--- src/rtl/fcsg_pkg.sv ---
// Shared constants for the filled circle span generator.
package fcsg_pkg;

  localparam int RADIUS_BITS_DEFAULT = 12;
  localparam int CFG_DATA_W = 15;
  localparam int CFG_INDEX_W = 2;
  localparam int COORD_W = 15;
  localparam int SPAN_W = 16;
  localparam int RADIUS_CFG_W = 12;
  localparam int QUEUE_DEPTH = 2;

  // Step limit 1414*i <= 1000*r
  localparam int STEP_SCALE = 1414;
  localparam int RADIUS_SCALE = 1000;
  localparam int SCALE_EXTRA_W = 12;

  localparam logic [CFG_INDEX_W-1:0] REG_CENTER_X = 2'd0;
  localparam logic [CFG_INDEX_W-1:0] REG_CENTER_Y = 2'd1;
  localparam logic [CFG_INDEX_W-1:0] REG_RADIUS = 2'd2;

endpackage

--- src/rtl/fcsg_if.sv ---
// Handshake channels for step transactions and span transactions.
interface fcsg_step_if;
  logic valid;
  logic ready;
  logic restart;

  modport source(output valid, output restart, input ready);
  modport sink(input valid, input restart, output ready);
endinterface

interface fcsg_span_if;
  logic valid;
  logic ready;
  logic signed [fcsg_pkg::SPAN_W-1:0] span_left;
  logic signed [fcsg_pkg::SPAN_W-1:0] span_right;
  logic signed [fcsg_pkg::SPAN_W-1:0] span_row;
  logic last_of_step;
  logic last_of_circle;

  modport source(output valid, output span_left, output span_right, output span_row,
                 output last_of_step, output last_of_circle, input ready);
  modport sink(input valid, input span_left, input span_right, input span_row,
               input last_of_step, input last_of_circle, output ready);
endinterface

--- src/rtl/fcsg_queue.sv ---
// Small FIFO between the step front end and the span back end.
module fcsg_queue #(
  parameter int WIDTH = 13,
  parameter int DEPTH = fcsg_pkg::QUEUE_DEPTH
) (
  input  logic             clk,
  input  logic             rst,
  input  logic             push,
  input  logic [WIDTH-1:0] push_data,
  input  logic             pop,
  output logic [WIDTH-1:0] pop_data,
  output logic             full,
  output logic             not_empty
);

  localparam int PTR_W = (DEPTH > 1) ? $clog2(DEPTH) : 1;
  localparam int CNT_W = $clog2(DEPTH + 1);

  logic [WIDTH-1:0] mem [DEPTH];
  logic [PTR_W-1:0] wr_ptr;
  logic [PTR_W-1:0] rd_ptr;
  logic [CNT_W-1:0] count;

  assign full = (count == CNT_W'(DEPTH));
  assign not_empty = (count != '0);
  assign pop_data = mem[rd_ptr];

  always_ff @(posedge clk) begin
    if (push) begin
      mem[wr_ptr] <= push_data;
    end
  end

  always_ff @(posedge clk) begin
    if (rst) begin
      wr_ptr <= '0;
      rd_ptr <= '0;
      count <= '0;
    end else begin
      if (push) begin
        wr_ptr <= (wr_ptr == PTR_W'(DEPTH - 1)) ? '0 : wr_ptr + PTR_W'(1);
      end
      if (pop) begin
        rd_ptr <= (rd_ptr == PTR_W'(DEPTH - 1)) ? '0 : rd_ptr + PTR_W'(1);
      end
      if (push && !pop) begin
        count <= count + CNT_W'(1);
      end else if (pop && !push) begin
        count <= count - CNT_W'(1);
      end
    end
  end

endmodule

--- src/rtl/fcsg_front.sv ---
// Step front end: tracks the step index and queues steps that produce spans.
module fcsg_front #(
  parameter int RADIUS_BITS = fcsg_pkg::RADIUS_BITS_DEFAULT
) (
  input  logic                   clk,
  input  logic                   rst,
  fcsg_step_if.sink              step_in,
  input  logic [RADIUS_BITS-1:0] radius,
  input  logic                   queue_full,
  output logic                   push,
  output logic [RADIUS_BITS:0]   push_data
);

  localparam int CW = RADIUS_BITS + fcsg_pkg::SCALE_EXTRA_W;

  logic [RADIUS_BITS-1:0] step_index;
  logic [RADIUS_BITS-1:0] step_index_next;
  logic                   finished;
  logic                   finished_next;
  logic [RADIUS_BITS-1:0] cur_i;
  logic                   cur_fin;
  logic [CW-1:0]          limit;
  logic [CW-1:0]          scaled_i;
  logic [CW-1:0]          scaled_next;
  logic                   over;
  logic                   last;
  logic                   accept;

  assign step_in.ready = !queue_full;
  assign accept = step_in.valid && step_in.ready;

  assign cur_i = step_in.restart ? '0 : step_index;
  assign cur_fin = step_in.restart ? 1'b0 : finished;
  assign limit = CW'(radius) * CW'(fcsg_pkg::RADIUS_SCALE);
  assign scaled_i = CW'(cur_i) * CW'(fcsg_pkg::STEP_SCALE);
  assign scaled_next = scaled_i + CW'(fcsg_pkg::STEP_SCALE);
  assign over = scaled_i > limit;
  assign last = scaled_next > limit;

  assign push = accept && !cur_fin && !over;
  assign push_data = {last, cur_i};

  always_comb begin
    step_index_next = step_index;
    finished_next = finished;
    if (accept) begin
      step_index_next = cur_i;
      finished_next = cur_fin;
      if (!cur_fin) begin
        if (over) begin
          finished_next = 1'b1;
        end else if (last) begin
          finished_next = 1'b1;
          step_index_next = '0;
        end else begin
          step_index_next = cur_i + RADIUS_BITS'(1);
        end
      end
    end
  end

  always_ff @(posedge clk) begin
    if (rst) begin
      step_index <= '0;
      finished <= 1'b1;
    end else begin
      step_index <= step_index_next;
      finished <= finished_next;
    end
  end

endmodule

--- src/rtl/fcsg_back.sv ---
// Span back end: squares, iterative square root and four-span emission.
module fcsg_back #(
  parameter int RADIUS_BITS = fcsg_pkg::RADIUS_BITS_DEFAULT
) (
  input  logic                                  clk,
  input  logic                                  rst,
  input  logic [RADIUS_BITS-1:0]                radius,
  input  logic signed [fcsg_pkg::COORD_W-1:0]   center_x,
  input  logic signed [fcsg_pkg::COORD_W-1:0]   center_y,
  input  logic                                  queue_not_empty,
  input  logic [RADIUS_BITS:0]                  pop_data,
  output logic                                  pop,
  fcsg_span_if.source                           span_out
);

  localparam int SW = 2 * RADIUS_BITS;
  localparam int OW = fcsg_pkg::SPAN_W;
  localparam logic [SW-1:0] BIT_INIT = SW'(1) << (SW - 2);

  localparam logic [2:0] ST_IDLE = 3'd0;
  localparam logic [2:0] ST_SQUARE = 3'd1;
  localparam logic [2:0] ST_DIFF = 3'd2;
  localparam logic [2:0] ST_ROOT = 3'd3;
  localparam logic [2:0] ST_EMIT = 3'd4;

  logic [2:0]             state;
  logic [RADIUS_BITS-1:0] cur_i;
  logic                   cur_last;
  logic [SW-1:0]          sq_r;
  logic [SW-1:0]          sq_i;
  logic [SW-1:0]          rem;
  logic [SW-1:0]          res;
  logic [SW-1:0]          bitv;
  logic [SW-1:0]          trial;
  logic [SW-1:0]          rem_next;
  logic [SW-1:0]          res_next;
  logic [1:0]             phase;
  logic                   load;
  logic [OW-1:0]          cx16;
  logic [OW-1:0]          cy16;
  logic [OW-1:0]          i16;
  logic [OW-1:0]          j16;
  logic [OW-1:0]          half;
  logic [OW-1:0]          row;

  assign pop = (state == ST_IDLE) && queue_not_empty;
  assign load = (state == ST_EMIT) && (!span_out.valid || span_out.ready);

  assign trial = res + bitv;
  always_comb begin
    if (rem >= trial) begin
      rem_next = rem - trial;
      res_next = (res >> 1) + bitv;
    end else begin
      rem_next = rem;
      res_next = res >> 1;
    end
  end

  assign cx16 = {center_x[fcsg_pkg::COORD_W-1], center_x};
  assign cy16 = {center_y[fcsg_pkg::COORD_W-1], center_y};
  assign i16 = OW'(cur_i);
  assign j16 = OW'(res[RADIUS_BITS-1:0]);

  always_comb begin
    case (phase)
      2'd0: begin
        half = i16;
        row = cy16 + j16;
      end
      2'd1: begin
        half = j16;
        row = cy16 + i16;
      end
      2'd2: begin
        half = j16;
        row = cy16 - i16;
      end
      default: begin
        half = i16;
        row = cy16 - j16;
      end
    endcase
  end

  always_ff @(posedge clk) begin
    if (pop) begin
      cur_i <= pop_data[RADIUS_BITS-1:0];
      cur_last <= pop_data[RADIUS_BITS];
    end
    if (state == ST_SQUARE) begin
      sq_r <= SW'(radius) * SW'(radius);
      sq_i <= SW'(cur_i) * SW'(cur_i);
    end
    if (state == ST_DIFF) begin
      rem <= sq_r - sq_i;
      res <= '0;
      bitv <= BIT_INIT;
    end else if (state == ST_ROOT) begin
      rem <= rem_next;
      res <= res_next;
      bitv <= bitv >> 2;
    end
    if (load) begin
      span_out.span_left <= cx16 - half;
      span_out.span_right <= cx16 + half;
      span_out.span_row <= row;
      span_out.last_of_step <= (phase == 2'd3);
      span_out.last_of_circle <= (phase == 2'd3) && cur_last;
    end
  end

  always_ff @(posedge clk) begin
    if (rst) begin
      state <= ST_IDLE;
      phase <= '0;
      span_out.valid <= 1'b0;
    end else begin
      if (load) begin
        span_out.valid <= 1'b1;
      end else if (span_out.ready) begin
        span_out.valid <= 1'b0;
      end
      case (state)
        ST_IDLE: begin
          if (queue_not_empty) begin
            state <= ST_SQUARE;
          end
        end
        ST_SQUARE: begin
          state <= ST_DIFF;
        end
        ST_DIFF: begin
          state <= ST_ROOT;
        end
        ST_ROOT: begin
          if (bitv[0]) begin
            state <= ST_EMIT;
            phase <= '0;
          end
        end
        ST_EMIT: begin
          if (load) begin
            phase <= phase + 2'd1;
            if (phase == 2'd3) begin
              state <= ST_IDLE;
            end
          end
        end
        default: begin
          state <= ST_IDLE;
        end
      endcase
    end
  end

endmodule

--- src/rtl/filled_circle_span_generator.sv ---
// The step rate is limited by the square root, which resolves one result bit per cycle,
// and by the four span beats through the output register, which wait on span_out.ready;
// the back end pops a new step only after the last span of the earlier one is loaded.
// A two-entry queue lets steps be taken while the back end works on an earlier one.
// Reset (synchronous, active high) clears the configuration and control registers, empties
// the queue and leaves the block finished until a restart transaction arrives.
module filled_circle_span_generator #(
  parameter int RADIUS_BITS = fcsg_pkg::RADIUS_BITS_DEFAULT
) (
  input  logic                                clk,
  input  logic                                rst,
  input  logic                                wr_en,
  input  logic [fcsg_pkg::CFG_INDEX_W-1:0]    wr_index,
  input  logic [fcsg_pkg::CFG_DATA_W-1:0]     wr_data,
  fcsg_step_if.sink                           step_in,
  fcsg_span_if.source                         span_out
);

  logic signed [fcsg_pkg::COORD_W-1:0] center_x;
  logic signed [fcsg_pkg::COORD_W-1:0] center_y;
  logic [RADIUS_BITS-1:0]              radius;
  logic [15:0]                         radius_wide;
  logic                                q_push;
  logic [RADIUS_BITS:0]                q_push_data;
  logic                                q_pop;
  logic [RADIUS_BITS:0]                q_pop_data;
  logic                                q_full;
  logic                                q_not_empty;

  assign radius_wide = 16'(wr_data[fcsg_pkg::RADIUS_CFG_W-1:0]);

  always_ff @(posedge clk) begin
    if (rst) begin
      center_x <= '0;
      center_y <= '0;
      radius <= '0;
    end else if (wr_en) begin
      case (wr_index)
        fcsg_pkg::REG_CENTER_X: center_x <= wr_data;
        fcsg_pkg::REG_CENTER_Y: center_y <= wr_data;
        fcsg_pkg::REG_RADIUS: radius <= radius_wide[RADIUS_BITS-1:0];
        default: begin
        end
      endcase
    end
  end

  fcsg_front #(.RADIUS_BITS(RADIUS_BITS)) u_front (
    .clk(clk),
    .rst(rst),
    .step_in(step_in),
    .radius(radius),
    .queue_full(q_full),
    .push(q_push),
    .push_data(q_push_data)
  );

  fcsg_queue #(.WIDTH(RADIUS_BITS + 1), .DEPTH(fcsg_pkg::QUEUE_DEPTH)) u_queue (
    .clk(clk),
    .rst(rst),
    .push(q_push),
    .push_data(q_push_data),
    .pop(q_pop),
    .pop_data(q_pop_data),
    .full(q_full),
    .not_empty(q_not_empty)
  );

  fcsg_back #(.RADIUS_BITS(RADIUS_BITS)) u_back (
    .clk(clk),
    .rst(rst),
    .radius(radius),
    .center_x(center_x),
    .center_y(center_y),
    .queue_not_empty(q_not_empty),
    .pop_data(q_pop_data),
    .pop(q_pop),
    .span_out(span_out)
  );

  a_push_not_full: assert property (@(posedge clk) disable iff (rst) q_push |-> !q_full)
    else $error("push into full step queue");

  a_pop_not_empty: assert property (@(posedge clk) disable iff (rst) q_pop |-> q_not_empty)
    else $error("pop from empty step queue");

  a_circle_end_on_step_end: assert property (@(posedge clk) disable iff (rst)
    (span_out.valid && span_out.last_of_circle) |-> span_out.last_of_step)
    else $error("last_of_circle without last_of_step");

  a_push_after_restart_pops: assert property (@(posedge clk) disable iff (rst)
    q_push |=> q_not_empty)
    else $error("queued step lost");

endmodule
--- src/flat_wrapper.sv ---
// flat-port wrapper written by rule: the top's interface ports become plain ports
module filled_circle_span_generator_flat 
#(
  parameter int RADIUS_BITS = fcsg_pkg::RADIUS_BITS_DEFAULT
)
  (clk, rst, wr_en, wr_index, wr_data, step_in_valid, step_in_restart, step_in_ready, span_out_valid, span_out_span_left, span_out_span_right, span_out_span_row, span_out_last_of_step, span_out_last_of_circle, span_out_ready);
  fcsg_step_if step_in_i ();
  fcsg_span_if span_out_i ();
  input  logic clk;
  input  logic rst;
  input  logic wr_en;
  input  logic [fcsg_pkg::CFG_INDEX_W-1:0] wr_index;
  input  logic [fcsg_pkg::CFG_DATA_W-1:0] wr_data;
  input wire logic [$bits(step_in_i.valid)-1:0] step_in_valid;
  input wire logic [$bits(step_in_i.restart)-1:0] step_in_restart;
  output wire logic [$bits(step_in_i.ready)-1:0] step_in_ready;
  output wire logic [$bits(span_out_i.valid)-1:0] span_out_valid;
  output wire logic [$bits(span_out_i.span_left)-1:0] span_out_span_left;
  output wire logic [$bits(span_out_i.span_right)-1:0] span_out_span_right;
  output wire logic [$bits(span_out_i.span_row)-1:0] span_out_span_row;
  output wire logic [$bits(span_out_i.last_of_step)-1:0] span_out_last_of_step;
  output wire logic [$bits(span_out_i.last_of_circle)-1:0] span_out_last_of_circle;
  input wire logic [$bits(span_out_i.ready)-1:0] span_out_ready;
  assign step_in_i.valid = step_in_valid;
  assign step_in_i.restart = step_in_restart;
  assign step_in_ready = step_in_i.ready;
  assign span_out_valid = span_out_i.valid;
  assign span_out_span_left = span_out_i.span_left;
  assign span_out_span_right = span_out_i.span_right;
  assign span_out_span_row = span_out_i.span_row;
  assign span_out_last_of_step = span_out_i.last_of_step;
  assign span_out_last_of_circle = span_out_i.last_of_circle;
  assign span_out_i.ready = span_out_ready;
  filled_circle_span_generator #(.RADIUS_BITS(RADIUS_BITS)) u_core (.clk(clk), .rst(rst), .wr_en(wr_en), .wr_index(wr_index), .wr_data(wr_data), .step_in(step_in_i), .span_out(span_out_i));
endmodule
--- config.mk ---
export PLATFORM = sky130hd
export DESIGN_NAME = filled_circle_span_generator_flat
export DESIGN_NICKNAME = d
export VERILOG_FILES = /design/src/rtl/fcsg_pkg.sv /design/src/rtl/fcsg_if.sv /design/src/rtl/fcsg_queue.sv /design/src/rtl/fcsg_front.sv /design/src/rtl/fcsg_back.sv /design/src/rtl/filled_circle_span_generator.sv /design/src/flat_wrapper.sv
export SDC_FILE = /design/constraint.sdc
export NUM_CORES = 1
export LEC_CHECK = 0
export BUFFER_PORTS_ARGS = -buffer_cell sky130_fd_sc_hd__clkbuf_2
export CORE_MARGIN = 3
export CORE_UTILIZATION = 50
export DETAILED_ROUTE_END_ITERATION = 12
export PLACE_DENSITY = 0.69
export SETUP_SLACK_MARGIN = 0.5
export SLEW_MARGIN = 20
export SYNTH_ARGS = -nofsm -noshare
export SYNTH_HDL_FRONTEND = slang
export SYNTH_HIERARCHICAL = 1
export SYNTH_SLANG_ARGS = --single-unit
--- constraint.sdc ---
create_clock -name clk -period 9 [get_ports clk]
set_input_delay 1.8 -clock clk [delete_from_list [all_inputs] [get_ports clk]]
set_output_delay 1.8 -clock clk [all_outputs]
set_load 0.005 [all_outputs]
==> impl_metrics.tcl <==
set metrics [dict create \
    root_buffer "clkbuf_16" \
    cts.clk_slew.worst_paths_ps 60 \
    die_h_um 250 \
    numCtsBuffers 30 \
    grt_pass1_wl_um 116000 \
    dr_total_vias 22789 \
    io_pins 75 \
    synth_edf_count 158 \
    place.gp.congestion 0.930 \
    grt_pass1_vias 22340 \
    hold_viol 0 \
    firstDrtPassIters 6 \
    maxSlewHeadroom_pct 31.7 \
    clk_path_buf_depth 3 \
    start_util_pct 51.0 \
    post-route-drc-count 0 \
    dp_hpwl_um 55200 \
    regArea_um2 6790 \
    setup_viol 0 \
    cts.htree.levels 1 \
    overflow 0 \
    cp.arrival_ps 8660 \
    critPathLaunchType "primary input" \
    cap_violations 0 \
    synth_seq_area_share_pct 22.8 \
    multi_input_area_um2 20700 \
    finalMaxSlewViolations 0 \
    fp-row-count 88 \
    io_buffers 74 \
    max_clock_freq_ghz 0.122 \
    crit_required_ps 9490 \
    route.final.wire_length_um 70000 \
    setup_slack_ps 831 \
    tightest_slew_ps 998 \
    endpoint_kind "register" \
    core_um2 58200 \
    drt_iter0_drc 1622 \
    fin_worst_skew_ps 77.6 \
    die_x_um 250 \
    avgViaCountPerCell 5.55 \
    placed_cells 4048 \
    drtAntennaViolNets 0 \
    clock_sinks 260 \
    synth_seq_cells 260 \
    setup-tns-final_ps 0 \
    grt_max_degree 84 \
    cts_tree "yes" \
    finalCritPeriodShare_pct 90.8 \
    insertion_delay_ps 610 \
    nFillCells 5207 \
    synth_area_um2 29700 \
    synthDistinctLibCells 98 \
    min_period_ps 8170 \
    synthFlopType "edfxtp_1" \
    status "completed" \
    synthCells 3267 \
    async_flop_share_pct 0 \
    place_ws_ps 113 \
    drive_gt1_share_pct 7.81 \
    wl_per_cell_um 17.0 \
    syn_to_final_growth_pct 7.98 \
    final_nets 3952 \
    rsz0062_at_grt "false" \
    setup.worst_path.class "primary input to register" \
    antenna_found_initial 0 \
    grt_use_total_pct 22.5 \
    syn-num-nets 3900 \
    ys_warn_count 6 \
    hold_path.class "register to register" \
    die-area_um2 62400 \
    path_max_fanout 23 \
    synth_area_per_cell_um2 9.09 \
    instances_no_fill 4109 \
]
[cell type report]
cell class	instances	area share, %
diodes	1	0.00780
clock buffers	39	2.54
clock inverters	17	0.616
inverters	508	5.94
multi-input cells	2398	64.5
flip-flops and latches	260	21.2
well taps	765	2.98
repair buffers	121	2.26
[layer usage]
layer  track usage [%]  share of wire (%)  vias up
li1                  -                  -    11211
met1              31.8                 46    10896
met5                 0                  0        -
met3              1.72                4.9      108
met4              5.47                2.3        0
met2              37.5                 47      574
[critical path, stage by stage]
cell	delay, ps
buf_4	190
nor2b_2	160
nand2_1	120
fa_1	540
inv_1	50
fa_1	430
ha_1	280
inv_1	40
fa_1	470
inv_1	40
ha_2	220
a211o_1	340
buf_4	150
o41a_1	360
a2111oi_1	340
or3_2	230
inv_2	50
ha_1	280
a21o_1	160
a21o_1	160
a21oi_1	150
o211ai_1	130
o221ai_1	650
nand2_4	130
or4_4	580
or4b_1	470
nand2_1	70
[what timing repair did]
action / CTS / global route
gates resized for setup: 0 / 16
setup buffers: 0 / 4
setup endpoints to repair: 0 / 42
hold buffers: 0 / 0
[cells in the final DEF (no fill, tap or decap), types with 20 or more instances in the layout]
| cell type | count |
|---|---|
| clkbuf_16 | 30 |
| and2_1 | 97 |
| nand2b_1 | 85 |
| mux2i_1 | 55 |
| fa_1 | 226 |
| dfxtp_1 | 102 |
| a21oi_1 | 165 |
| inv_1 | 504 |
| o31ai_1 | 20 |
| clkbuf_2 | 73 |
| nor2_1 | 145 |
| a211oi_1 | 25 |
| edfxtp_1 | 158 |
| o21bai_1 | 22 |
| mux2_2 | 24 |
| nor3_1 | 57 |
| or3_1 | 35 |
| xnor2_1 | 137 |
| nand4_1 | 23 |
| o21ai_0 | 137 |
| nand3_1 | 56 |
| a21o_1 | 57 |
| ha_1 | 381 |
| xor2_1 | 75 |
| buf_4 | 48 |
| a31oi_1 | 39 |
| o21a_1 | 23 |
| nor2b_1 | 47 |
| nand2_1 | 222 |
[sequential cells by signal (all words and copies together) (netlist names), 15 cells and up, named ones only]
signal,cells
u_core/u_back/res,24
u_core/u_back/span_out.span_row,16
u_core/center_y,15
u_core/u_back/span_out.span_left,16
u_core/u_back/rem,24
u_core/u_back/span_out.span_right,15
u_core/u_back/sq_i,23
u_core/center_x,15
u_core/u_back/sq_r,23
u_core/u_queue/mem,26
[stage by stage]
step | util [%] | hold WS (ps) | cell area (µm²)
6_report | 55.1 | 482 | 32100
5_1_grt | 55.1 | 511 | 32100
4_1_cts | 54.9 | 482 | 32000
3_5_place_dp | 53.2 | 474 | 31000
3_3_place_gp | 53.2 | 468 | 31000
2_1_floorplan | - | 447 | 29700
[synth_stat cells (56+ instances only)]
master / n / share of area (%)
and2_1: 97 / 2.0
xnor2_1: 137 / 4.0
inv_1: 505 / 6.4
o21ai_0: 138 / 2.3
nor2_1: 146 / 1.8
nand2b_1: 85 / 1.8
ha_1: 384 / 16
nor3_1: 57 / 0.96
a21o_1: 57 / 1.4
clkbuf_1: 84 / 1.1
edfxtp_1: 158 / 16
xor2_1: 75 / 2.2
dfxtp_1: 102 / 6.9
a21oi_1: 166 / 2.8
nand3_1: 56 / 0.94
nand2_1: 222 / 2.8
fa_1: 226 / 15
[path summary, 6_finish.rpt]
kind | from | endpoint | slack, ps | cells past startpoint
worst min-delay path | u_core/center_y[0] | u_core/center_y[0] | 480 | 2
worst max register to register | u_core/radius[3] | u_core/u_front/step_index[9] | 1530 | 25
worst max-delay path | step_in_restart | u_core/u_front/step_index[9] | 830 | 27
worst min register to register | u_core/center_y[0] | u_core/center_y[0] | 480 | 2
[logic make-up after synthesis]
| family | share of synthesized area [%] |
|---|---|
| multiplexers | 2.76 |
| adder cells (fa/ha/maj) | 31.4 |
| AND/OR/NAND/NOR | 15.0 |
| XOR/XNOR | 6.34 |
| AO/OA/AOI/OAI | 13.8 |
| flip-flops | 22.8 |
| buffers and inverters | 7.83 |
Power is not shown: default switching activity piles up to over one toggle a cycle in this logic, so the estimate is an artifact.
